File: src/hw/rtl/ladsr_pkg.sv
// ----------------------------------------------------------------------------
// ladsr_pkg
// Shared widths, stage codes, register indexes and helpers for the linear
// ADSR envelope block.
// ----------------------------------------------------------------------------
package ladsr_pkg;

  // level and register widths
  localparam int LEVEL_W   = 24;
  localparam int CFG_IDX_W = 3;
  localparam int STAGE_W   = 3;

  localparam logic [LEVEL_W-1:0] LEVEL_FULL = {LEVEL_W{1'b1}};
  localparam logic [LEVEL_W-1:0] LEVEL_ZERO = '0;

  // envelope stage codes as seen on stage_code
  typedef enum logic [STAGE_W-1:0] {
    ST_IDLE    = 3'd0,
    ST_ATTACK  = 3'd1,
    ST_DECAY   = 3'd2,
    ST_SUSTAIN = 3'd3,
    ST_RELEASE = 3'd4,
    ST_FADE    = 3'd5
  } stage_t;

  // configuration register indexes
  typedef enum logic [CFG_IDX_W-1:0] {
    REG_ATTACK_STEP   = 3'd0,
    REG_DECAY_STEP    = 3'd1,
    REG_SUSTAIN_LEVEL = 3'd2,
    REG_RELEASE_STEP  = 3'd3,
    REG_FADE_STEP     = 3'd4
  } cfg_idx_t;

  // reset values of the configuration registers
  localparam logic [LEVEL_W-1:0] RST_ATTACK_STEP   = 24'd350;
  localparam logic [LEVEL_W-1:0] RST_DECAY_STEP    = 24'd350;
  localparam logic [LEVEL_W-1:0] RST_SUSTAIN_LEVEL = 24'd11744051;
  localparam logic [LEVEL_W-1:0] RST_RELEASE_STEP  = 24'd350;
  localparam logic [LEVEL_W-1:0] RST_FADE_STEP     = 24'd3495;

  // current register set, handed from the register file to the update logic
  typedef struct packed {
    logic [LEVEL_W-1:0] attack_step;
    logic [LEVEL_W-1:0] decay_step;
    logic [LEVEL_W-1:0] sustain_level;
    logic [LEVEL_W-1:0] release_step;
    logic [LEVEL_W-1:0] fade_step;
  } cfg_t;

  // level minus step, floored at zero
  function automatic logic [LEVEL_W-1:0] fall_floor(input logic [LEVEL_W-1:0] level,
                                                    input logic [LEVEL_W-1:0] step);
    logic [LEVEL_W-1:0] res;
    if (step >= level) begin
      res = LEVEL_ZERO;
    end else begin
      res = level - step;
    end
    return res;
  endfunction

endpackage

File: src/hw/rtl/ladsr_cfg.sv
// ----------------------------------------------------------------------------
// ladsr_cfg
// Configuration register file: five step/level registers written through a
// plain write port. Writes to unused indexes are dropped.
// ----------------------------------------------------------------------------
module ladsr_cfg (
  input  logic                                clk,
  input  logic                                rst,
  input  logic                                cfg_write,
  input  logic [ladsr_pkg::CFG_IDX_W-1:0]     cfg_index,
  input  logic [ladsr_pkg::LEVEL_W-1:0]       cfg_data,
  output ladsr_pkg::cfg_t                     cfg
);

  ladsr_pkg::cfg_t regs;

  // register writes
  always_ff @(posedge clk) begin
    if (rst) begin
      regs.attack_step   <= ladsr_pkg::RST_ATTACK_STEP;
      regs.decay_step    <= ladsr_pkg::RST_DECAY_STEP;
      regs.sustain_level <= ladsr_pkg::RST_SUSTAIN_LEVEL;
      regs.release_step  <= ladsr_pkg::RST_RELEASE_STEP;
      regs.fade_step     <= ladsr_pkg::RST_FADE_STEP;
    end else if (cfg_write) begin
      unique case (ladsr_pkg::cfg_idx_t'(cfg_index))
        ladsr_pkg::REG_ATTACK_STEP:   regs.attack_step   <= cfg_data;
        ladsr_pkg::REG_DECAY_STEP:    regs.decay_step    <= cfg_data;
        ladsr_pkg::REG_SUSTAIN_LEVEL: regs.sustain_level <= cfg_data;
        ladsr_pkg::REG_RELEASE_STEP:  regs.release_step  <= cfg_data;
        ladsr_pkg::REG_FADE_STEP:     regs.fade_step     <= cfg_data;
        default: ;
      endcase
    end
  end

  assign cfg = regs;

endmodule

File: src/hw/rtl/ladsr_update.sv
// ----------------------------------------------------------------------------
// ladsr_update
// One tick of the envelope: stage transition and level step from the current
// stage, level, gate and fade request. Pure logic, one add or subtract and a
// compare on the critical path.
// ----------------------------------------------------------------------------
module ladsr_update (
  input  ladsr_pkg::cfg_t               cfg,
  input  ladsr_pkg::stage_t             stage,
  input  logic [ladsr_pkg::LEVEL_W-1:0] level,
  input  logic                          gate,
  input  logic                          fade,
  output ladsr_pkg::stage_t             stage_next,
  output logic [ladsr_pkg::LEVEL_W-1:0] level_next
);

  ladsr_pkg::stage_t             stage_gated;
  logic [ladsr_pkg::LEVEL_W:0]   attack_sum;
  logic [ladsr_pkg::LEVEL_W-1:0] fade_lvl;
  logic [ladsr_pkg::LEVEL_W-1:0] decay_lvl;
  logic [ladsr_pkg::LEVEL_W-1:0] release_lvl;

  // candidate levels for each ramp
  assign attack_sum  = {1'b0, level} + {1'b0, cfg.attack_step};
  assign fade_lvl    = ladsr_pkg::fall_floor(level, cfg.fade_step);
  assign decay_lvl   = ladsr_pkg::fall_floor(level, cfg.decay_step);
  assign release_lvl = ladsr_pkg::fall_floor(level, cfg.release_step);

  // gate edges: start attack from idle, release from any held stage
  always_comb begin
    stage_gated = stage;
    if (gate && stage == ladsr_pkg::ST_IDLE) begin
      stage_gated = ladsr_pkg::ST_ATTACK;
    end
    if (!gate && stage != ladsr_pkg::ST_IDLE && stage != ladsr_pkg::ST_RELEASE) begin
      stage_gated = ladsr_pkg::ST_RELEASE;
    end
  end

  // per-stage level step; fade request overrides everything
  always_comb begin
    stage_next = stage_gated;
    level_next = level;
    if (fade || stage == ladsr_pkg::ST_FADE) begin
      level_next = fade_lvl;
      stage_next = (fade_lvl == ladsr_pkg::LEVEL_ZERO) ? ladsr_pkg::ST_IDLE
                                                       : ladsr_pkg::ST_FADE;
    end else begin
      unique case (stage_gated)
        ladsr_pkg::ST_ATTACK: begin
          if (attack_sum >= {1'b0, ladsr_pkg::LEVEL_FULL}) begin
            level_next = ladsr_pkg::LEVEL_FULL;
            stage_next = ladsr_pkg::ST_DECAY;
          end else begin
            level_next = attack_sum[ladsr_pkg::LEVEL_W-1:0];
          end
        end
        ladsr_pkg::ST_DECAY: begin
          if (decay_lvl <= cfg.sustain_level) begin
            level_next = cfg.sustain_level;
            stage_next = ladsr_pkg::ST_SUSTAIN;
          end else begin
            level_next = decay_lvl;
          end
        end
        ladsr_pkg::ST_SUSTAIN: begin
          level_next = cfg.sustain_level;
        end
        ladsr_pkg::ST_RELEASE: begin
          level_next = release_lvl;
          if (release_lvl == ladsr_pkg::LEVEL_ZERO) begin
            stage_next = ladsr_pkg::ST_IDLE;
          end
        end
        default: ;
      endcase
    end
  end

endmodule

File: src/hw/rtl/linear_adsr_envelope.sv
// ----------------------------------------------------------------------------
// linear_adsr_envelope
// Linear ADSR envelope with forced fade-out. One input word is one sample
// tick; one result word with the new level and stage comes out per tick.
//
//   channel  direction  handshake           payload
//   in       to block   in_valid/in_stall   note_gate, fade_request
//   out      from block out_valid/out_stall envelope_level, stage_code
//   cfg      to block   cfg_write           cfg_index, cfg_data
//
// One word per cycle sustained while out_stall stays low; an accepted input
// word is held in the input register, then moves into the state/result
// register once the result slot is free or its word is being taken.
// The level/stage registers are both the envelope state and the result word,
// so one add/subtract and compare sits between the two register ranks.
// Reset clears the stage to idle, the level to zero and loads the register
// defaults. A stalled result holds; the input register still takes one word
// while the result waits.
// ----------------------------------------------------------------------------
module linear_adsr_envelope (
  input  logic                                clk,
  input  logic                                rst,
  input  logic                                in_valid,
  output logic                                in_stall,
  input  logic                                note_gate,
  input  logic                                fade_request,
  output logic                                out_valid,
  input  logic                                out_stall,
  output logic [ladsr_pkg::LEVEL_W-1:0]       envelope_level,
  output logic [ladsr_pkg::STAGE_W-1:0]       stage_code,
  input  logic                                cfg_write,
  input  logic [ladsr_pkg::CFG_IDX_W-1:0]     cfg_index,
  input  logic [ladsr_pkg::LEVEL_W-1:0]       cfg_data
);

  ladsr_pkg::cfg_t               cfg;
  logic                          in_full;
  logic                          gate_q;
  logic                          fade_q;
  logic                          advance;
  ladsr_pkg::stage_t             stage_reg;
  logic [ladsr_pkg::LEVEL_W-1:0] level_reg;
  ladsr_pkg::stage_t             stage_next;
  logic [ladsr_pkg::LEVEL_W-1:0] level_next;

  ladsr_cfg u_cfg (
    .clk       (clk),
    .rst       (rst),
    .cfg_write (cfg_write),
    .cfg_index (cfg_index),
    .cfg_data  (cfg_data),
    .cfg       (cfg)
  );

  ladsr_update u_update (
    .cfg        (cfg),
    .stage      (stage_reg),
    .level      (level_reg),
    .gate       (gate_q),
    .fade       (fade_q),
    .stage_next (stage_next),
    .level_next (level_next)
  );

  // the held word moves on when the result slot is free or being taken
  assign advance  = in_full && (!out_valid || !out_stall);
  assign in_stall = in_full && !advance;

  // input register
  always_ff @(posedge clk) begin
    if (rst) begin
      in_full <= 1'b0;
    end else if (in_valid && !in_stall) begin
      in_full <= 1'b1;
    end else if (advance) begin
      in_full <= 1'b0;
    end
  end

  always_ff @(posedge clk) begin
    if (in_valid && !in_stall) begin
      gate_q <= note_gate;
      fade_q <= fade_request;
    end
  end

  // envelope state, doubling as the result word
  always_ff @(posedge clk) begin
    if (rst) begin
      out_valid <= 1'b0;
      stage_reg <= ladsr_pkg::ST_IDLE;
      level_reg <= ladsr_pkg::LEVEL_ZERO;
    end else if (advance) begin
      out_valid <= 1'b1;
      stage_reg <= stage_next;
      level_reg <= level_next;
    end else if (!out_stall) begin
      out_valid <= 1'b0;
    end
  end

  assign envelope_level = level_reg;
  assign stage_code     = stage_reg;

endmodule

File: config.mk
export PLATFORM = sky130hd
export DESIGN_NAME = linear_adsr_envelope
export DESIGN_NICKNAME = d
export VERILOG_FILES = /design/src/hw/rtl/ladsr_pkg.sv /design/src/hw/rtl/ladsr_cfg.sv /design/src/hw/rtl/ladsr_update.sv /design/src/hw/rtl/linear_adsr_envelope.sv
export SDC_FILE = /design/constraint.sdc
export NUM_CORES = 1
export LEC_CHECK = 0
export ABC_CLOCK_PERIOD_IN_PS = 4900
export BUFFER_PORTS_ARGS = -buffer_cell sky130_fd_sc_hd__buf_2
export CAP_MARGIN = 20
export CELL_PAD_IN_SITES_DETAIL_PLACEMENT = 0
export CELL_PAD_IN_SITES_GLOBAL_PLACEMENT = 2
export CORE_MARGIN = 1
export CORE_UTILIZATION = 35
export CTS_CLUSTER_DIAMETER = 50
export DETAILED_ROUTE_END_ITERATION = 10
export PLACE_DENSITY = 0.87
export SYNTH_ARGS = -nofsm -noshare
export SYNTH_HDL_FRONTEND = slang
export SYNTH_HIERARCHICAL = 1
export SYNTH_SLANG_ARGS = --single-unit
File: constraint.sdc
create_clock -name clk -period 4.9 [get_ports clk]
set_input_delay 0.98 -clock clk [delete_from_list [all_inputs] [get_ports clk]]
set_output_delay 0.98 -clock clk [all_outputs]
set_load 0.05 [all_outputs]
==> summary.md, run 1 <==
| Metric | Value |
|---|---|
| Run status | `finished clean` |
| Sink Count | `roughly 150` |
| Residual DRC | `0` |
| FFs w/ async S/R, synth | `0%` |
| Max VDD drop | `0.1979 mV` |
| Fmax | `between 200 and 250 MHz` |
| Global-route wire length before repair | `a little over 80000 um` |
| Final net count | `between 2000 and 2500` |
| Most frequent cells in the layout | `187 x nor2_1, 171 x nand2b_1, 146 x mux2i_1, 134 x dfxtp_1, 126 x inv_1` |
| Sw Share | `roughly two fifths` |
| Cell variety after synth | `between 80 and 90` |
| Most used DFF post-synth | `dfxtp_1` |
| Initial antenna violation count | `0` |
| # diodes | `0` |
| Unrepaired setup endpoints after global routing | `true` |
| Congestion Overflow GR | `0` |
| Worst EP arrival | `roughly 5.2 ns` |
| Max-Cap Viols | `0` |
| Layout cells sized above 1 | `between 10% and 20%` |
| Core area | `39910 um^2` |
| Final setup violation count | `0` |
| Critical Path RT | `5.29 ns` |
| Syn avg cell area | `a little under 8 um^2` |
| Worst slew pin tran | `between 1 and 1.5 ns` |
| I/O Buffers | `62` |
| Cells along the critical path | `inv_2 > ha_4 > inv_1 > fa_2 > a21oi_4 > o21bai_4 > a31oi_4 > a31oi_4 > o221a_4 > buf_4 > buf_4 > and3_1 > ha_1 > nand4_1 > nor4_2 > buf_4 > o31a_1 > o211a_1 > nand3_4 > or3b_4 > a41o_1 > nand3_1 > nand2b_1 > mux2i_1` |
| Starting Density | `between 30% and 40%` |
| Post-DRT Antenna Nets | `0` |
| Num CTS Buffers | `17` |
| I/O pin total | `63` |
| Clock skew | `between 0.01 and 0.015 ns` |
| Clock H-tree levels | `4` |
| Tcrit/Tclk final | `between 90% and 100%` |
| Hold WS | `0.4745 ns` |
| Aggregate global-route resource usage | `26.77%` |
| CP bufs+invs | `5` |
| Largest delay share family, worst path | `compound AO/OA/AOI/OAI gates` |
| Largest net degree at the start of global routing | `86` |
| Reg clk slew, reported paths | `~0.070 ns` |
| Synth top area share | `21.00%` |
| Gp weighted congestion | `between 0.9 and 1` |
| WL/cell | `~23 um` |
| Crit start category | `register` |
| Final hold violations | `0` |
| Mapped Cells | `between 1500 and 2000` |
| Post-route cell area | `16870 um^2` |
| Slew Viols, Final | `0` |
| Post-synth net total | `~2000` |
| Clk_lat worst skew | `0.47 ns` |
| CP max stage cell | `fa_2` |
| Area contributors post-synth | `dfxtp_1 21%, ha_1 11%, mux2i_1 10%, nand2b_1 7.5%, nor2_1 5.0%` |
| Clock power share | `around 27%` |
| Post-synth EDFFs | `2` |
| PwrDens | `approximately 320 nW/um^2` |
| DP HPWL | `approximately 45000 um` |
| Worst Setup End Kind | `register` |
| Seq/Total Area, Yosys | `21.42%` |
| #FFs+latches synth | `around 150` |
| Comb power frac | `49.1%` |
| Layout area overhead | `18.81%` |
| Synthesized cell area | `14200 um^2` |
| Worst hold-check path type | `register to register` |
| Initial DRT Pass Iterations | `5` |
| CTS root buf | `clkbuf_16` |
| Vias in the first global route | `13220` |
| Max incr delay on CP | `between 0.4 and 0.5 ns` |
| CTS Buffer Depth | `2` |
| Switching power | `between 2000 and 2500 uW` |
| Vias per std cell | `5.735` |
| P_leak | `around 0.0076 uW` |
| Min cycle time layout | `4.812 ns` |
| Hold_buf cts | `0` |
| FP Rows | `73` |
| Critical path class | `register to register` |
| Post-synth top area cell | `dfxtp_1` |
| Vert. Die Dim | `roughly 200 um` |
| Cell-internal power | `approximately 3200 uW` |
| Pwr Total | `around 5500 uW` |
| Final WL | `55990 um` |
| Sequential power share | `~24%` |
| Routed vias | `about 14000` |
| Yosys warns | `6` |
| CTS tree | `yes` |
| Crit-path most repeated cell | `buf_4` |
| Die X | `203.5 um` |
| Iter 0 DRT Violations | `about 1300` |
| Crit Path Max Fanout | `4` |
| Most common cell after layout, fill and taps aside | `nor2_1` |
| Die area | `41390 um^2` |
| Slew margin rel. | `around 25%` |
| DP Area | `15740 um^2` |
cell usage after synthesis (23+ instances only):
| cell | instances |
|---|---|
| nand4_1 | 24 |
| nand3_1 | 34 |
| a21o_1 | 37 |
| clkbuf_1 | 48 |
| nand2b_1 | 171 |
| a31oi_1 | 27 |
| nor3_1 | 33 |
| o21ai_0 | 84 |
| nand2_1 | 88 |
| mux2i_1 | 147 |
| xnor2_1 | 34 |
| a21oi_1 | 105 |
| buf_2 | 24 |
| inv_1 | 128 |
| nor2_1 | 188 |
| dfxtp_1 | 149 |
| ha_1 | 120 |
| xor2_1 | 23 |
worst paths after layout:
path	startpoint	end	slack, ns	cells past startpoint
worst max-delay path	envelope_level[0]	envelope_level[22]	0.09	24
worst min-delay path	u_cfg/cfg[3]	u_cfg/cfg[3]	0.47	2
worst max register to register	envelope_level[0]	envelope_level[22]	0.09	24
worst min register to register	u_cfg/cfg[3]	u_cfg/cfg[3]	0.47	2
registers in the layout, summed over array words and instances (netlist names):
register        cells
u_cfg/cfg         120
gate_q              1
fade_q              1
in_full             1
stage_code          3
out_valid           1
envelope_level     24
stage by stage:
stage | TNS, ns | util [%] | setup slack (ns) | instances
after floorplan | 0 | - | 0.05669 | 1815
after global placement | -2.326 | 39.40 | -0.2546 | 2436
after detailed placement | -3.175 | 39.44 | -0.2840 | 2437
after CTS | 0 | 41.30 | 0.008753 | 2476
after global routing | -1.459 | 42.28 | -0.1358 | 2479
final | 0 | 42.28 | 0.08769 | 2479
final cells by class:
| class | instances | area [um^2] |
|---|---|---|
| Timing Repair Buffer | 191 | 1364 |
| Tap cell | 525 | 656.9 |
| Sequential cell | 151 | 3064 |
| Clock inverter | 14 | 186.4 |
| Clock buffer | 18 | 439.2 |
| Inverter | 128 | 480.5 |
| Fill cell | 4082 | 23040 |
| Multi-Input combinational cell | 1452 | 10680 |
repair_timing:
item,in CTS,in global routing
endpoints found under the hold margin,0,0
gates cloned,0,1
gates resized for setup,21,74
buffers inserted,7,4
pin swaps,11,57
endpoints found under the setup margin,24,25
logic make-up (layout without fill, tap and decap cells):
logic type	after synthesis	after routing	share of synthesized area [%]
AO/OA/AOI/OAI	455	455	22.05
AND/OR/NAND/NOR	667	667	24.95
buffers and inverters	212	351	6.413
adder cells (fa/ha/maj)	124	124	11.13
multiplexers	149	149	10.52
XOR/XNOR	57	57	3.515
flip-flops	151	151	21.42
power groups by stage:
stage                     Sequential [uW]  Combinational [uW]  Clock (uW)
after floorplan                      1400                1450           0
after global placement               1340                2430           0
after detailed placement             1340                2430           0
after CTS                            1310                2510        1500
after global routing                 1320                2870        1540
final                                1310                2680        1460
layer usage:
layer	GRT usage (%)	vias to the layer above	share of wire, %
met5	0	-	0
met1	36.49	6813	46
met2	43.31	494	46
li1	-	6820	-
met3	3.899	89	5.8
met4	8.217	0	2.9
worst register-to-register path, stage by stage (launching register included):
cell and delay, ns:
dfxtp_2 0.33, inv_2 0.07, ha_4 0.12, inv_1 0.05, fa_2 0.42, a21oi_4 0.20, o21bai_4 0.11, a31oi_4 0.27
a31oi_4 0.14, o221a_4 0.28, buf_4 0.15, buf_4 0.14, and3_1 0.16, ha_1 0.29, nand4_1 0.14, nor4_2 0.29
buf_4 0.15, o31a_1 0.20, o211a_1 0.23, nand3_4 0.13, or3b_4 0.39, a41o_1 0.21, nand3_1 0.08, nand2b_1 0.06
mux2i_1 0.15
No activity file was read; power rests on OpenSTA's default activity.
==> run 2, diff against run 1 <==
- CORE_UTILIZATION: 35 -> 33
- PLACE_DENSITY: 0.87 -> 0.85
- SYNTH_HIERARCHICAL: 1 -> default
==> run 2 against run 1 <==
Against the previous run: via count down 8.2%; clock power down 5%; cell count down 8.0%; core utilization down 2.2 points; sequential share of layout area up 2.6 points; largest cell class unchanged; highest routed layer is now met5.
==> summary.md, run 2 <==
| Metric | Value |
|---|---|
| Clk_lat worst skew | `between 0.4 and 0.5 ns` |
| Synth top area share | `24.13%` |
| Post-synth top area cell | `dfxtp_1` |
| Slew Viols, Final | `0` |
| Slew margin rel. | `24.31%` |
| Comb power frac | `between 40 and 50%` |
| Layout area overhead | `19.05%` |
| Post-Place Cells | `about 2200` |
| Final setup violation count | `0` |
| FFs w/ async S/R, synth | `0%` |
| Iter 0 DRT Violations | `1200` |
| Tcrit/Tclk final | `99.94%` |
| Worst slew pin tran | `around 1.1 ns` |
| Synthesized cell area | `between 10000 and 15000 um^2` |
| Initial DRT Pass Iterations | `5` |
| Most used DFF post-synth | `dfxtp_1` |
| Worst Setup End Kind | `register` |
| CTS tree | `yes` |
| Final hold violations | `0` |
| Min cycle time layout | `just under 5 ns` |
| # diodes | `0` |
| Setup WS post-layout | `about 0.0031 ns` |
| Unrepaired setup endpoints after global routing | `true` |
| Clock H-tree levels | `4` |
| #FFs+latches synth | `151` |
| Aggregate global-route resource usage | `25.82%` |
| Congestion Overflow GR | `0` |
| Starting Density | `roughly a third` |
| Clock power share | `about a quarter` |
| Most frequent cells in the layout | `317 x nand2_1, 195 x a21oi_1, 140 x dfxtp_1, 118 x inv_1, 115 x ha_1` |
| Largest net degree at the start of global routing | `92` |
| Core area | `36700 um^2` |
| Vert. Die Dim | `around 200 um` |
| Routed vias | `13050` |
| Sink Count | `approximately 150` |
| Post-route cell area | `14720 um^2` |
| Crit Path Max Fanout | `6` |
| Largest register FFs | `120` |
| Yosys warns | `0` |
| Worst EP arrival | `5.24 ns` |
| Cell variety after synth | `between 80 and 90` |
| DP HPWL | `just under 40000 um` |
| Non-Filler Instances | `around 2300` |
| Die area | `between 30000 and 40000 um^2` |
| DP Area | `between 10000 and 15000 um^2` |
| Residual DRC | `0` |
| Placement Setup Slack | `-0.1328 ns` |
| Hold_buf cts | `0` |
| Vias in the first global route | `about 12000` |
| Syn avg cell area | `roughly 7.3 um^2` |
| Global-route wire length before repair | `around 75000 um` |
| Die X | `195.5 um` |
| Sequential power share | `between 20% and 30%` |
| P_leak | `approximately 0.0064 uW` |
| Num CTS Buffers | `17` |
| Switching power | `2165 uW` |
| Final WL | `around 50000 um` |
| Count leader, synth | `nand2_1` |
| # fillers | `approximately 3900` |
| Most common cell after layout, fill and taps aside | `nand2_1` |
| Seq/Total Area, Yosys | `approximately a quarter` |
| CTS root buf | `clkbuf_16` |
| I/O Buffers | `62` |
| WL/cell | `between 20 and 25 um` |
| Area contributors post-synth | `dfxtp_1 24%, ha_1 12%, nand2_1 9.6%, a21oi_1 8.2%, inv_1 3.6%` |
| Run status | `finished clean` |
| Clock skew | `0.01607 ns` |
| I/O pin total | `63` |
| Critical path class | `register to register` |
| Gp weighted congestion | `approximately 0.9` |
| Post-synth EDFFs | `2` |
| Critical Path RT | `about 5.3 ns` |
| Post-synth net total | `between 1500 and 2000` |
| Reg clk slew, reported paths | `approximately 0.070 ns` |
| Cell-internal power | `approximately 3000 uW` |
| Crit start category | `register` |
| Most instantiated cells after synthesis | `317 x nand2_1, 203 x a21oi_1, 149 x dfxtp_1` |
| Fmax | `about 200 MHz` |
| CTS Buffer Depth | `2` |
| Initial antenna violation count | `2` |
| Worst hold-check path type | `register to register` |
| Sw Share | `between 40% and 50%` |
| Max-Cap Viols | `0` |
| Layout cells sized above 1 | `approximately 15%` |
| Final net count | `1959` |
| Vias per std cell | `5.719` |
| FP Rows | `70` |
| Max VDD drop | `~0.25 mV` |
| Post-DRT Antenna Nets | `0` |
| PwrDens | `approximately 350 nW/um^2` |
| Mapped Cells | `1697` |
## run 2: changes by cell type after synthesis, moves of 11 or more
cell,change
nand2_1,+229
nand2b_1,-152
mux2i_1,-146
a21oi_1,+98
nor2_1,-83
nand3b_1,+34
buf_2,-21
clkbuf_1,+17
xor2_1,+17
nand3_1,-14
a31oi_1,-12
o211ai_1,+12
and3_1,-11
## run 2: final cells by class
type | count | area, um^2 | share of cell area (%)
clock buffer | 21 | 470.5 | 3.197
sequential | 151 | 3057 | 20.77
clock inverter | 10 | 118.9 | 0.8078
tap | 468 | 585.6 | 3.979
inverter | 120 | 452.9 | 3.078
multi-input combinational | 1349 | 8866 | 60.25
timing repair buffer | 162 | 1165 | 7.916
## run 2: critical path, stage by stage (launching register included)
cell	delay, ns
dfxtp_4	0.35
inv_4	0.06
ha_4	0.13
inv_2	0.04
fa_2	0.39
a211oi_4	0.28
o21ai_2	0.12
a311oi_2	0.36
a21oi_2	0.10
o211ai_1	0.27
buf_4	0.18
buf_8	0.14
nor2_4	0.05
ha_4	0.27
nand4_1	0.12
nor4_2	0.31
buf_4	0.16
buf_4	0.09
buf_4	0.09
a31oi_2	0.09
o21ai_2	0.09
and2_4	0.23
clkbuf_16	0.17
a221o_1	0.21
o211ai_1	0.14
a211oi_2	0.32
## run 2: worst paths after layout
kind,start,to,slack (ns),cells past startpoint
setup / recovery,envelope_level[0],envelope_level[5],0.003,25
setup reg to reg,envelope_level[0],envelope_level[5],0.003,25
hold reg to reg,u_cfg.cfg[92],u_cfg.cfg[92],0.45,2
hold / removal,u_cfg.cfg[92],u_cfg.cfg[92],0.45,2
## run 2: power groups by stage
stage / combinational (uW) / sequential [uW] / clock (uW)
finish: 2460 / 1330 / 1380
global route: 2660 / 1330 / 1450
CTS: 2260 / 1330 / 1400
detailed placement: 2220 / 1350 / 0
global placement: 2230 / 1350 / 0
floorplan: 1370 / 1430 / 0
## run 2: cell families (layout without fill, tap and decap cells)
kind of cell / after synthesis / in the layout / synth area share (%)
compound gates: 518 / 518 / 26.96
xor+xnor: 76 / 76 / 5.385
fa+ha+maj: 124 / 124 / 12.79
flops: 151 / 151 / 24.62
simple gates: 628 / 628 / 23.69
buf+inv: 197 / 313 / 6.296
mux: 3 / 3 / 0.2632
## run 2: per-stage QoR
stage	hold slack, ns	total power, uW	TNS, ns	utilization (%)
2_1_floorplan	0.4363	2804	-0.02544	-
3_3_place_gp	0.4427	3579	-0.007093	36.98
3_5_place_dp	0.4475	3577	-0.8734	37.02
4_1_cts	0.4562	4980	0	38.75
5_1_grt	0.4738	5435	-2.689	40.10
6_report	0.4539	5170	0	40.10
## run 2: per-layer routing
metal,global-route usage [%],part of all wire (%)
met2,41.84,46
met3,3.800,5.8
met4,7.291,2.3
met1,35.40,46
met5,0,0.054
## run 2: what timing repair did
| item | in CTS | in global routing |
|---|---|---|
| resized for setup | 4 | 67 |
| cloned | 0 | 4 |
| setup buffers | 3 | 10 |
| pin swaps | 6 | 48 |
| setup endpoints to repair | 18 | 24 |
